<file path="config.mk">
export PLATFORM = sky130hd
export DESIGN_NAME = style_text_tokenizer_unit
export DESIGN_NICKNAME = d
export VERILOG_FILES = /design/src/rtl/stt_pkg.sv /design/src/rtl/stt_lexer.sv /design/src/rtl/stt_result_buf.sv /design/src/rtl/style_text_tokenizer_unit.sv
export SDC_FILE = /design/constraint.sdc
export NUM_CORES = 1
export LEC_CHECK = 0
export BUFFER_PORTS_ARGS = -buffer_cell sky130_fd_sc_hd__buf_2
export CAP_MARGIN = 0
export CORE_MARGIN = 8
export CORE_UTILIZATION = 50
export CTS_BUF_LIST = sky130_fd_sc_hd__clkbuf_4 sky130_fd_sc_hd__clkbuf_8
export DETAILED_ROUTE_END_ITERATION = 10
export PLACE_DENSITY = 0.79
export SETUP_SLACK_MARGIN = 0.02
export SLEW_MARGIN = 20
export SYNTH_ARGS = -nofsm -noshare
export SYNTH_HDL_FRONTEND = slang
export SYNTH_SLANG_ARGS = --single-unit
</file>
<file path="constraint.sdc">
create_clock -name i_clk -period 14.67 [get_ports i_clk]
set_input_delay 0.7335 -clock i_clk [delete_from_list [all_inputs] [get_ports i_clk]]
set_output_delay 0.7335 -clock i_clk [all_outputs]
set_load 0.05 [all_outputs]
</file>
<file path="src/rtl/stt_pkg.sv">
// shared types, character codes and token helpers for the style text tokenizer
// used by stt_lexer, stt_result_buf and style_text_tokenizer_unit
package stt_pkg;

    localparam int unsigned MAX_TEXT_BYTES_DEF = 65536;
    localparam int unsigned RESULTS_PER_BYTE   = 3;

    typedef enum logic [6:0] {
        MODE_IDLE   = 7'b0000001,
        MODE_IDENT  = 7'b0000010,
        MODE_NUMBER = 7'b0000100,
        MODE_MINUS  = 7'b0001000,
        MODE_HASH   = 7'b0010000,
        MODE_STRING = 7'b0100000,
        MODE_ESCAPE = 7'b1000000
    } t_mode;

    typedef enum logic [3:0] {
        KIND_END       = 4'd0,
        KIND_IDENT     = 4'd1,
        KIND_NUMBER    = 4'd2,
        KIND_HASH      = 4'd3,
        KIND_STRING    = 4'd4,
        KIND_COLON     = 4'd5,
        KIND_SEMICOLON = 4'd6,
        KIND_LBRACE    = 4'd7,
        KIND_RBRACE    = 4'd8,
        KIND_COMMA     = 4'd9,
        KIND_INVALID   = 4'd10
    } t_kind;

    localparam logic [7:0] CH_COLON     = 8'h3A;
    localparam logic [7:0] CH_SEMICOLON = 8'h3B;
    localparam logic [7:0] CH_LBRACE    = 8'h7B;
    localparam logic [7:0] CH_RBRACE    = 8'h7D;
    localparam logic [7:0] CH_COMMA     = 8'h2C;
    localparam logic [7:0] CH_HASH      = 8'h23;
    localparam logic [7:0] CH_DQUOTE    = 8'h22;
    localparam logic [7:0] CH_SQUOTE    = 8'h27;
    localparam logic [7:0] CH_MINUS     = 8'h2D;
    localparam logic [7:0] CH_UNDER     = 8'h5F;
    localparam logic [7:0] CH_BSLASH    = 8'h5C;
    localparam logic [7:0] CH_ZERO      = 8'h30;
    localparam logic [7:0] CH_LOWER_X   = 8'h78;

    localparam logic [15:0] SIZE_MAX  = 16'hFFFF;
    localparam logic [31:0] MAG_MAX   = 32'h7FFF_FFFF;
    localparam logic [31:0] COLOR_WHITE = 32'hFFFF_FFFF;
    localparam logic [7:0]  ALPHA_FULL  = 8'hFF;
    localparam logic [3:0]  HEX_PACK_MAX  = 4'd8;
    localparam logic [3:0]  HEX_COUNT_MAX = 4'd15;
    localparam logic [3:0]  HEX_SHORT     = 4'd3;
    localparam logic [3:0]  HEX_RGB       = 4'd6;

    typedef struct packed {
        t_kind              kind;
        logic [15:0]        offset;
        logic [15:0]        size;
        logic signed [31:0] value;
        logic               sat;
        logic [31:0]        color;
    } t_token;

    typedef struct packed {
        logic   valid;
        t_token tok;
    } t_cand;

    // all results of one word, in delivery order
    typedef struct packed {
        logic [1:0]                        count;
        t_token [RESULTS_PER_BYTE-1:0]     tok;
    } t_bundle;

    function automatic logic is_digit(input logic [7:0] b);
        return b inside {[8'h30:8'h39]};
    endfunction

    function automatic logic is_alpha(input logic [7:0] b);
        return b inside {[8'h41:8'h5A], [8'h61:8'h7A]};
    endfunction

    function automatic logic is_space(input logic [7:0] b);
        return b inside {8'h20, [8'h09:8'h0D]};
    endfunction

    function automatic logic is_ident_char(input logic [7:0] b);
        return is_alpha(b) || is_digit(b) || b == CH_UNDER || b == CH_MINUS;
    endfunction

    // {ok, nibble}; 'x' counts as a zero nibble
    function automatic logic [4:0] hex_nibble(input logic [7:0] b);
        logic [4:0] r;
        r = 5'd0;
        if (is_digit(b)) begin
            r = {1'b1, b[3:0]};
        end else if (b inside {[8'h61:8'h66], [8'h41:8'h46]}) begin
            r = {1'b1, b[3:0] + 4'd9};
        end else if (b == CH_LOWER_X) begin
            r = 5'b10000;
        end
        return r;
    endfunction

    // token for whatever is open in the given lexer state
    function automatic t_cand make_pending(
        input t_mode       mode,
        input logic [15:0] start,
        input logic [15:0] len,
        input logic [31:0] mag,
        input logic        neg,
        input logic        ovf,
        input logic [31:0] hacc,
        input logic [3:0]  hcnt
    );
        t_cand c;
        c.valid      = 1'b1;
        c.tok.kind   = KIND_IDENT;
        c.tok.offset = start;
        c.tok.size   = len;
        c.tok.value  = '0;
        c.tok.sat    = 1'b0;
        c.tok.color  = '0;
        case (mode)
            MODE_IDENT, MODE_MINUS: begin
                c.tok.kind = KIND_IDENT;
            end
            MODE_NUMBER: begin
                c.tok.kind  = KIND_NUMBER;
                c.tok.value = neg ? (32'd0 - mag) : mag;
                c.tok.sat   = ovf;
            end
            MODE_HASH: begin
                c.tok.kind = KIND_HASH;
                if (hcnt < HEX_SHORT) begin
                    c.tok.color = COLOR_WHITE;
                end else if (hcnt == HEX_RGB) begin
                    c.tok.color = {hacc[23:0], ALPHA_FULL};
                end else begin
                    c.tok.color = hacc;
                end
            end
            MODE_STRING, MODE_ESCAPE: begin
                c.tok.kind = KIND_STRING;
            end
            default: begin
                c.valid = 1'b0;
            end
        endcase
        return c;
    endfunction

endpackage

</file>
<file path="src/rtl/stt_lexer.sv">
// lexer state registers and the single-pass next-state and token logic
// depends on stt_pkg
module stt_lexer
    import stt_pkg::*;
#(
    parameter int unsigned MAX_TEXT_BYTES = MAX_TEXT_BYTES_DEF
) (
    input  logic        i_clk,
    input  logic        i_rst_n,
    input  logic        i_accept,
    input  logic [7:0]  i_text_byte,
    input  logic        i_final_byte,
    output t_bundle     o_bundle
);

    localparam int POS_W  = $clog2(MAX_TEXT_BYTES);
    localparam int WIDE_W = (POS_W + 1 > 16) ? POS_W + 1 : 16;

    t_mode             r_mode, n_mode;
    logic [POS_W-1:0]  r_pos, n_pos;
    logic [15:0]       r_start, n_start;
    logic [15:0]       r_len, n_len;
    logic [31:0]       r_mag, n_mag;
    logic              r_neg, n_neg;
    logic              r_ovf, n_ovf;
    logic              r_single, n_single;
    logic [31:0]       r_hacc, n_hacc;
    logic [3:0]        r_hcnt, n_hcnt;

    logic [WIDE_W-1:0] pos_ext;
    logic [WIDE_W-1:0] pos_inc;
    logic [15:0]       len_inc;
    logic [4:0]        hex;
    logic              done;
    logic              brk;
    t_cand             cand [4];
    logic [1:0]        idx;

    // {overflow, magnitude} after appending one decimal digit
    function automatic logic [32:0] add_digit(input logic [31:0] mag, input logic [7:0] b);
        logic [34:0] m;
        m = ({3'b0, mag} << 3) + ({3'b0, mag} << 1) + 35'(b - CH_ZERO);
        if (m > 35'(MAG_MAX)) begin
            return {1'b1, MAG_MAX};
        end
        return {1'b0, m[31:0]};
    endfunction

    assign pos_ext = WIDE_W'(r_pos);
    assign pos_inc = pos_ext + WIDE_W'(1);
    assign len_inc = (r_len != SIZE_MAX) ? r_len + 16'd1 : r_len;
    assign hex     = hex_nibble(i_text_byte);

    always_comb begin
        logic [32:0] dig;
        n_mode   = r_mode;
        n_pos    = r_pos;
        n_start  = r_start;
        n_len    = r_len;
        n_mag    = r_mag;
        n_neg    = r_neg;
        n_ovf    = r_ovf;
        n_single = r_single;
        n_hacc   = r_hacc;
        n_hcnt   = r_hcnt;
        done     = 1'b0;
        brk      = 1'b0;
        dig      = add_digit(r_mag, i_text_byte);
        for (int k = 0; k < 4; k++) begin
            cand[k] = '0;
        end

        // continue or close the open token
        case (r_mode)
            MODE_IDENT: begin
                if (is_ident_char(i_text_byte)) begin
                    n_len = len_inc;
                    done  = 1'b1;
                end else begin
                    brk = 1'b1;
                end
            end
            MODE_NUMBER: begin
                if (is_digit(i_text_byte)) begin
                    n_mag = dig[31:0];
                    n_ovf = r_ovf | dig[32];
                    n_len = len_inc;
                    done  = 1'b1;
                end else begin
                    brk = 1'b1;
                end
            end
            MODE_MINUS: begin
                if (is_digit(i_text_byte)) begin
                    n_mode = MODE_NUMBER;
                    n_neg  = 1'b1;
                    n_mag  = dig[31:0];
                    n_ovf  = r_ovf | dig[32];
                    n_len  = len_inc;
                    done   = 1'b1;
                end else if (is_ident_char(i_text_byte)) begin
                    n_mode = MODE_IDENT;
                    n_len  = len_inc;
                    done   = 1'b1;
                end else begin
                    brk = 1'b1;
                end
            end
            MODE_HASH: begin
                if (hex[4]) begin
                    if (r_hcnt < HEX_PACK_MAX) begin
                        n_hacc = {r_hacc[27:0], hex[3:0]};
                    end
                    if (r_hcnt < HEX_COUNT_MAX) begin
                        n_hcnt = r_hcnt + 4'd1;
                    end
                    n_len = len_inc;
                    done  = 1'b1;
                end else begin
                    brk = 1'b1;
                end
            end
            MODE_STRING: begin
                if (i_text_byte == (r_single ? CH_SQUOTE : CH_DQUOTE)) begin
                    brk = 1'b1;
                end else begin
                    if (i_text_byte == CH_BSLASH) begin
                        n_mode = MODE_ESCAPE;
                    end
                    n_len = len_inc;
                end
                done = 1'b1;
            end
            MODE_ESCAPE: begin
                n_mode = MODE_STRING;
                n_len  = len_inc;
                done   = 1'b1;
            end
            default: begin
                n_mode = MODE_IDLE;
            end
        endcase

        if (brk) begin
            cand[0] = make_pending(r_mode, r_start, r_len, r_mag, r_neg, r_ovf,
                                   r_hacc, r_hcnt);
            n_mode  = MODE_IDLE;
        end

        // the byte itself opens a token or is one
        if (!done && !is_space(i_text_byte)) begin
            cand[1].tok.offset = pos_ext[15:0];
            cand[1].tok.size   = 16'd1;
            case (i_text_byte)
                CH_COLON: begin
                    cand[1].valid    = 1'b1;
                    cand[1].tok.kind = KIND_COLON;
                end
                CH_SEMICOLON: begin
                    cand[1].valid    = 1'b1;
                    cand[1].tok.kind = KIND_SEMICOLON;
                end
                CH_LBRACE: begin
                    cand[1].valid    = 1'b1;
                    cand[1].tok.kind = KIND_LBRACE;
                end
                CH_RBRACE: begin
                    cand[1].valid    = 1'b1;
                    cand[1].tok.kind = KIND_RBRACE;
                end
                CH_COMMA: begin
                    cand[1].valid    = 1'b1;
                    cand[1].tok.kind = KIND_COMMA;
                end
                default: begin
                    n_start = pos_ext[15:0];
                    n_len   = 16'd1;
                    n_mag   = '0;
                    n_neg   = 1'b0;
                    n_ovf   = 1'b0;
                    n_hacc  = '0;
                    n_hcnt  = '0;
                    if (i_text_byte == CH_HASH) begin
                        n_mode = MODE_HASH;
                    end else if (i_text_byte == CH_DQUOTE || i_text_byte == CH_SQUOTE) begin
                        n_mode   = MODE_STRING;
                        n_start  = pos_inc[15:0];
                        n_len    = 16'd0;
                        n_single = (i_text_byte == CH_SQUOTE);
                    end else if (is_digit(i_text_byte)) begin
                        n_mode = MODE_NUMBER;
                        n_mag  = 32'(i_text_byte - CH_ZERO);
                    end else if (i_text_byte == CH_MINUS) begin
                        n_mode = MODE_MINUS;
                    end else if (is_alpha(i_text_byte) || i_text_byte == CH_UNDER) begin
                        n_mode = MODE_IDENT;
                    end else begin
                        n_mode           = MODE_IDLE;
                        n_start          = r_start;
                        n_len            = r_len;
                        n_mag            = r_mag;
                        n_neg            = r_neg;
                        n_ovf            = r_ovf;
                        n_hacc           = r_hacc;
                        n_hcnt           = r_hcnt;
                        cand[1].valid    = 1'b1;
                        cand[1].tok.kind = KIND_INVALID;
                    end
                end
            endcase
        end

        if (i_final_byte) begin
            // flush, add the end marker, then start over at offset zero
            cand[2] = make_pending(n_mode, n_start, n_len, n_mag, n_neg, n_ovf,
                                   n_hacc, n_hcnt);
            cand[3].valid      = 1'b1;
            cand[3].tok.kind   = KIND_END;
            cand[3].tok.offset = pos_inc[15:0];
            n_mode   = MODE_IDLE;
            n_pos    = '0;
            n_start  = '0;
            n_len    = '0;
            n_mag    = '0;
            n_neg    = 1'b0;
            n_ovf    = 1'b0;
            n_single = 1'b0;
            n_hacc   = '0;
            n_hcnt   = '0;
        end else begin
            n_pos = (r_pos == POS_W'(MAX_TEXT_BYTES - 1)) ? '0 : r_pos + POS_W'(1);
        end
    end

    // pack the present candidates in order
    always_comb begin
        o_bundle = '0;
        idx      = 2'd0;
        for (int k = 0; k < 4; k++) begin
            if (cand[k].valid) begin
                case (idx)
                    2'd0: o_bundle.tok[0] = cand[k].tok;
                    2'd1: o_bundle.tok[1] = cand[k].tok;
                    2'd2: o_bundle.tok[2] = cand[k].tok;
                    default: ;
                endcase
                idx = idx + 2'd1;
            end
        end
        o_bundle.count = idx;
    end

    always_ff @(posedge i_clk) begin
        if (!i_rst_n) begin
            r_mode   <= MODE_IDLE;
            r_pos    <= '0;
            r_start  <= '0;
            r_len    <= '0;
            r_mag    <= '0;
            r_neg    <= 1'b0;
            r_ovf    <= 1'b0;
            r_single <= 1'b0;
            r_hacc   <= '0;
            r_hcnt   <= '0;
        end else if (i_accept) begin
            r_mode   <= n_mode;
            r_pos    <= n_pos;
            r_start  <= n_start;
            r_len    <= n_len;
            r_mag    <= n_mag;
            r_neg    <= n_neg;
            r_ovf    <= n_ovf;
            r_single <= n_single;
            r_hacc   <= n_hacc;
            r_hcnt   <= n_hcnt;
        end
    end

endmodule

</file>
<file path="src/rtl/stt_result_buf.sv">
// result register holding the up to three tokens of one word, drained one per cycle while not stalled
// depends on stt_pkg
module stt_result_buf
    import stt_pkg::*;
(
    input  logic    i_clk,
    input  logic    i_rst_n,
    input  logic    i_load,
    input  t_bundle i_bundle,
    input  logic    i_stall,
    output logic    o_valid,
    output t_token  o_token,
    output logic    o_run_end,
    output logic    o_ready
);

    t_token [2:0] r_tok;
    logic [1:0]   r_cnt;
    logic [1:0]   r_head;
    logic         pop;

    assign o_valid   = (r_cnt != 2'd0);
    assign o_run_end = (r_cnt == 2'd1);
    assign pop       = o_valid && !i_stall;
    // room for a new word once the last pending token leaves
    assign o_ready   = (r_cnt == 2'd0) || (r_cnt == 2'd1 && pop);

    always_comb begin
        case (r_head)
            2'd0:    o_token = r_tok[0];
            2'd1:    o_token = r_tok[1];
            default: o_token = r_tok[2];
        endcase
    end

    always_ff @(posedge i_clk) begin
        if (!i_rst_n) begin
            r_cnt  <= 2'd0;
            r_head <= 2'd0;
        end else if (i_load) begin
            r_cnt  <= i_bundle.count;
            r_head <= 2'd0;
        end else if (pop) begin
            r_cnt  <= r_cnt - 2'd1;
            r_head <= r_head + 2'd1;
        end
    end

    always_ff @(posedge i_clk) begin
        if (i_load) begin
            r_tok <= i_bundle.tok;
        end
    end

endmodule

</file>
<file path="src/rtl/style_text_tokenizer_unit.sv">
// style text tokenizer: one text byte per cycle in, tokens out through a result register
// the first token of a byte shows in the cycle after the byte is accepted, any further
// tokens of that byte follow one per cycle while the output is not stalled
// throughput: one byte per cycle while each byte yields at most one token and the output
// is not stalled; a byte of 2 or 3 tokens holds the input until its last token leaves
// reset: synchronous active-low, returns to offset zero with no open token and no results
module style_text_tokenizer_unit
    import stt_pkg::*;
#(
    parameter int unsigned MAX_TEXT_BYTES = MAX_TEXT_BYTES_DEF
) (
    input  logic               i_clk,
    input  logic               i_rst_n,
    input  logic               i_in_valid,
    output logic               o_in_stall,
    input  logic [7:0]         i_text_byte,
    input  logic               i_final_byte,
    output logic               o_out_valid,
    input  logic               i_out_stall,
    output logic [3:0]         o_token_kind,
    output logic [15:0]        o_token_offset,
    output logic [15:0]        o_token_size,
    output logic signed [31:0] o_number_value,
    output logic               o_number_saturated,
    output logic [31:0]        o_color_rgba,
    output logic               o_run_end
);

    t_bundle bundle;
    t_token  out_tok;
    logic    buf_ready;
    logic    in_acc;

    assign o_in_stall = !buf_ready;
    assign in_acc     = i_in_valid && buf_ready;

    stt_lexer #(
        .MAX_TEXT_BYTES(MAX_TEXT_BYTES)
    ) u_lexer (
        .i_clk        (i_clk),
        .i_rst_n      (i_rst_n),
        .i_accept     (in_acc),
        .i_text_byte  (i_text_byte),
        .i_final_byte (i_final_byte),
        .o_bundle     (bundle)
    );

    stt_result_buf u_result_buf (
        .i_clk     (i_clk),
        .i_rst_n   (i_rst_n),
        .i_load    (in_acc),
        .i_bundle  (bundle),
        .i_stall   (i_out_stall),
        .o_valid   (o_out_valid),
        .o_token   (out_tok),
        .o_run_end (o_run_end),
        .o_ready   (buf_ready)
    );

    assign o_token_kind       = out_tok.kind;
    assign o_token_offset     = out_tok.offset;
    assign o_token_size       = out_tok.size;
    assign o_number_value     = out_tok.value;
    assign o_number_saturated = out_tok.sat;
    assign o_color_rgba       = out_tok.color;

`ifndef NO_ASSERTIONS
    a_final_has_result: assert property (@(posedge i_clk) disable iff (!i_rst_n)
        in_acc && i_final_byte |-> bundle.count != 2'd0)
        else $error("final word produced no result");

    a_final_shows: assert property (@(posedge i_clk) disable iff (!i_rst_n)
        in_acc && i_final_byte |=> o_out_valid)
        else $error("no result after final word");

    a_hold_while_draining: assert property (@(posedge i_clk) disable iff (!i_rst_n)
        o_out_valid && !o_run_end |-> o_in_stall)
        else $error("input taken while several results pending");

    a_end_is_last: assert property (@(posedge i_clk) disable iff (!i_rst_n)
        o_out_valid && o_token_kind == KIND_END |-> o_run_end)
        else $error("end token is not the last result of its word");
`endif

endmodule

</file>
==> metrics.csv <==
metric,value,unit
synth_top_family_by_area,compound AO/OA/AOI/OAI gates,
p_leak,10.67,nW
post_cts_buffers,0,
cp_max_fo,28,
fin_crit_sh,47.96,%
async_flop_share,0,%
netlist_area,26660,sq um
finalCoreUtilization,55.00,%
timing.final.hold_violations,0,
rrSetupSlack,7.92,ns
hold_slack,0.4284,ns
yosys.area.top_type_share,34.02,%
ant_nets,0,
dr.pass1.iters,6,
placementRows,84,
setup_viol,0,
drc,0,
core,52660,sq um
detail_route.vias_per_cell,6.362,
hold-path-endpoint,u_result_buf.r_head[1]$_SDFFE_PP0P_,
place_area,27520,sq um
ir_drop,0.07680,mV
rsz0062_at_grt,false,
pwr-share-comb,26.2,%
grt.total_usage,25.64,%
netSwitchingPower,1.279,mW
postCtsResizedCells,0,
synthTopCellsByArea,"edfxtp_1, dfxtp_1, nand2_1",
cts_tree,built,
muxShareOfSynthArea,0.6242,%
cts-root-buf,clkbuf_8,
required,15.01,ns
cap_violations,0,
synth-edff-count,302,
die_x,246.9,um
gp_congestion,0.9823,
cp-start-kind,input pin,
grt_overflow_total,0,
drive_gt1_share,10.68,%
clockBufferDepth,3,
synthXorXnorAreaFrac,3.581,%
synth-main-ff-cell,edfxtp_1,
synth_cells,3067,
fin_area,28960,sq um
worst_pin_slew,1.238,ns
die_y,246.9,um
hp-class,in2reg,
fin_skew,0.04500,ns
grt_pass1_vias,22800,
endpoint_kind,flip-flop,
hold_start,i_out_stall,
power.internal,2.244,mW
netSwitchingFraction,36.31,%
final_net_count,3160,
r2r-start,u_lexer.r_mag[0]$_SDFFE_PN0P_,
clk_pin_slew,0.06,ns
sequentialPowerShare,43.2,%
area_growth,8.636,%
grt_pass1_wl,126600,um
worst-r2r-cell-count,19,
start_util,50.63,%
hold_buffers,0,
avgSynthCellArea,8.692,sq um
fmax,142.1,MHz
crit_arrival,7.38,ns
dieArea,60960,sq um
wl,80300,um
synth_compound_area_share,22.48,%
slew_violations,0,
ys_seq_elements,432,
crit_type,in2reg,
setup_tns,0,ns
antenna_found_initial,8,
synth_warnings,0,
h-tree-depth,3,
run_status,finished clean,
power_density,121.7,nW/um^2
hold_depth,3,
hpwl,53020,um
boundaryPins,117,
synth_top_cell_by_area,edfxtp_1,
max_slew_margin,16.84,%
grt_max_degree,166,
syn_nets,3173,
clk_latency,0.67,ns
port_buffers,116,
cts.sinks,432,
period_minus_slack,7.035,ns
dr.first_iter.drc_count,3127,
post_synth_and_or_nand_nor_area_fraction,20.05,%
num_vias,24190,
setup.worst_path.start,i_text_byte[4],
yosys.area_share.adder,5.238,%
r2r-end,u_result_buf.r_tok[59]$_DFFE_PP_,
p_clk_share,30.7,%
cts-buffers-inserted,71,
synth_seq_area_share,43.78,%
synth_cell_types,93,
wire_per_inst,21.12,um
[cells in the mapped netlist, drive strengths merged (46+ instances only)]
| library cell | count |
|---|---|
| nand2 | 524 |
| nor2 | 360 |
| edfxtp | 302 |
| o21ai | 237 |
| clkbuf | 205 |
| a21oi | 144 |
| dfxtp | 130 |
| a22oi | 108 |
| nand3 | 96 |
| o22ai | 71 |
| xnor2 | 63 |
| ha | 62 |
| a31oi | 58 |
| inv | 57 |
| xor2 | 46 |
[metal layers]
layer | global-route usage, % | routed length, um | vias to the layer above
li1 | - | - | 11120
met2 | 40.07 | 36460 | 1373
met4 | 10.58 | 2733 | 8
met3 | 5.880 | 8414 | 212
met1 | 34.09 | 32640 | 11470
met5 | 0 | 46 | -
[cells in the final DEF (no fill, tap or decap), types with 9 or more instances in the layout]
cell and n:
a221oi_1 15, a22oi_1 108, nand2b_1 28, or3_1 19, nor2_1 354, clkbuf_4 22, o21ai_0 232, dfxtp_1 130
nand3_1 94, o211ai_1 31, a22o_1 42, a31oi_1 57, buf_4 32, edfxtp_1 302, nand2_1 522, xnor2_1 63
nor3_1 39, inv_1 56, o21a_1 45, buf_2 116, clkbuf_8 77, xor2_1 46, clkinv_1 14, nor2b_1 16
mux2i_1 11, a21o_1 18, nand4_1 27, ha_1 60, or2_2 15, o22ai_1 70, o31ai_1 19, and2_1 20
a21oi_1 139, nor4_1 13, a311oi_1 24, and3_1 30, a211oi_1 13, clkinv_2 9, fa_1 31
[power groups by stage]
stage	registers, mW	logic [mW]	clock network [mW]
2_1_floorplan	1.57	0.670	0
3_3_place_gp	1.54	0.913	0
3_5_place_dp	1.54	0.917	0
4_1_cts	1.52	0.920	1.09
5_1_grt	1.53	0.977	1.14
6_report	1.52	0.922	1.08
[stage by stage]
| step | cells | setup WS (ns) | total power, mW |
|---|---|---|---|
| final | 3802 | 7.635 | 3.524 |
| after global routing | 3800 | 7.296 | 3.650 |
| after CTS | 3798 | 7.812 | 3.528 |
| after detailed placement | 3669 | 7.166 | 2.461 |
| after global placement | 3669 | 7.300 | 2.451 |
| after floorplan | 3067 | 6.456 | 2.243 |
[critical path, stage by stage]
cell	delay (ns)
buf_2	0.17
ha_1	0.35
nor3_4	0.15
buf_4	0.42
fa_1	0.51
ha_1	0.44
nand4_1	0.29
nor4_1	0.38
o211ai_1	0.18
nand3_1	0.30
o311ai_1	0.21
nor2_1	0.38
nand4_4	0.34
o211ai_1	0.52
ha_1	0.26
nor3b_1	0.25
nand3_1	0.23
nor4_4	0.62
a31oi_1	0.20
xor2_1	0.28
o22ai_1	0.13
[cell type report]
class	instances	area, sq um
fill	4659	23690
multi-input combinational	2343	13930
sequential	432	11670
clock buffer	99	1225
tap	688	860.8
timing repair buffer	149	840.8
inverter	57	221.5
clock inverter	30	205.2
antenna	4	10.01
[cells by family (layout without fill, tap and decap cells)]
kind of cell,Yosys count,in the layout
adders and majority gates,93,93
DFF,432,432
AOI/OAI and AO/OA,909,909
muxes,16,16
other,0,4
xor gates and xnor gates,109,109
buffers and inverters,292,335
and+or+nand+nor,1216,1216
[flip-flops by register name, indices dropped and copies added, names as in the netlist, 4 cells and up]
signal and count:
u_lexer.r_len 16, u_lexer.r_hacc 32, u_lexer.r_hcnt 4, u_lexer.r_mag 32, u_lexer.r_mode 7, u_result_buf.r_tok 302, u_lexer.r_start 16, u_lexer.r_pos 16
[how the worst max path moves through the flow]
| stage | to | slack (ns) | depth (start not counted) |
|---|---|---|---|
| after CTS | u_result_buf.r_tok[59]$_DFFE_PP_ | 7.81 | 21 |
| after floorplan | u_result_buf.r_tok[0]$_DFFE_PP_ | 6.46 | 5 |
| after global placement | u_result_buf.r_tok[51]$_DFFE_PP_ | 7.30 | 21 |
| final | u_result_buf.r_tok[59]$_DFFE_PP_ | 7.63 | 21 |
| after detailed placement | u_result_buf.r_tok[51]$_DFFE_PP_ | 7.17 | 21 |
| after global routing | u_result_buf.r_tok[59]$_DFFE_PP_ | 7.30 | 21 |
Note: power is estimated with default switching activity, not from simulation.
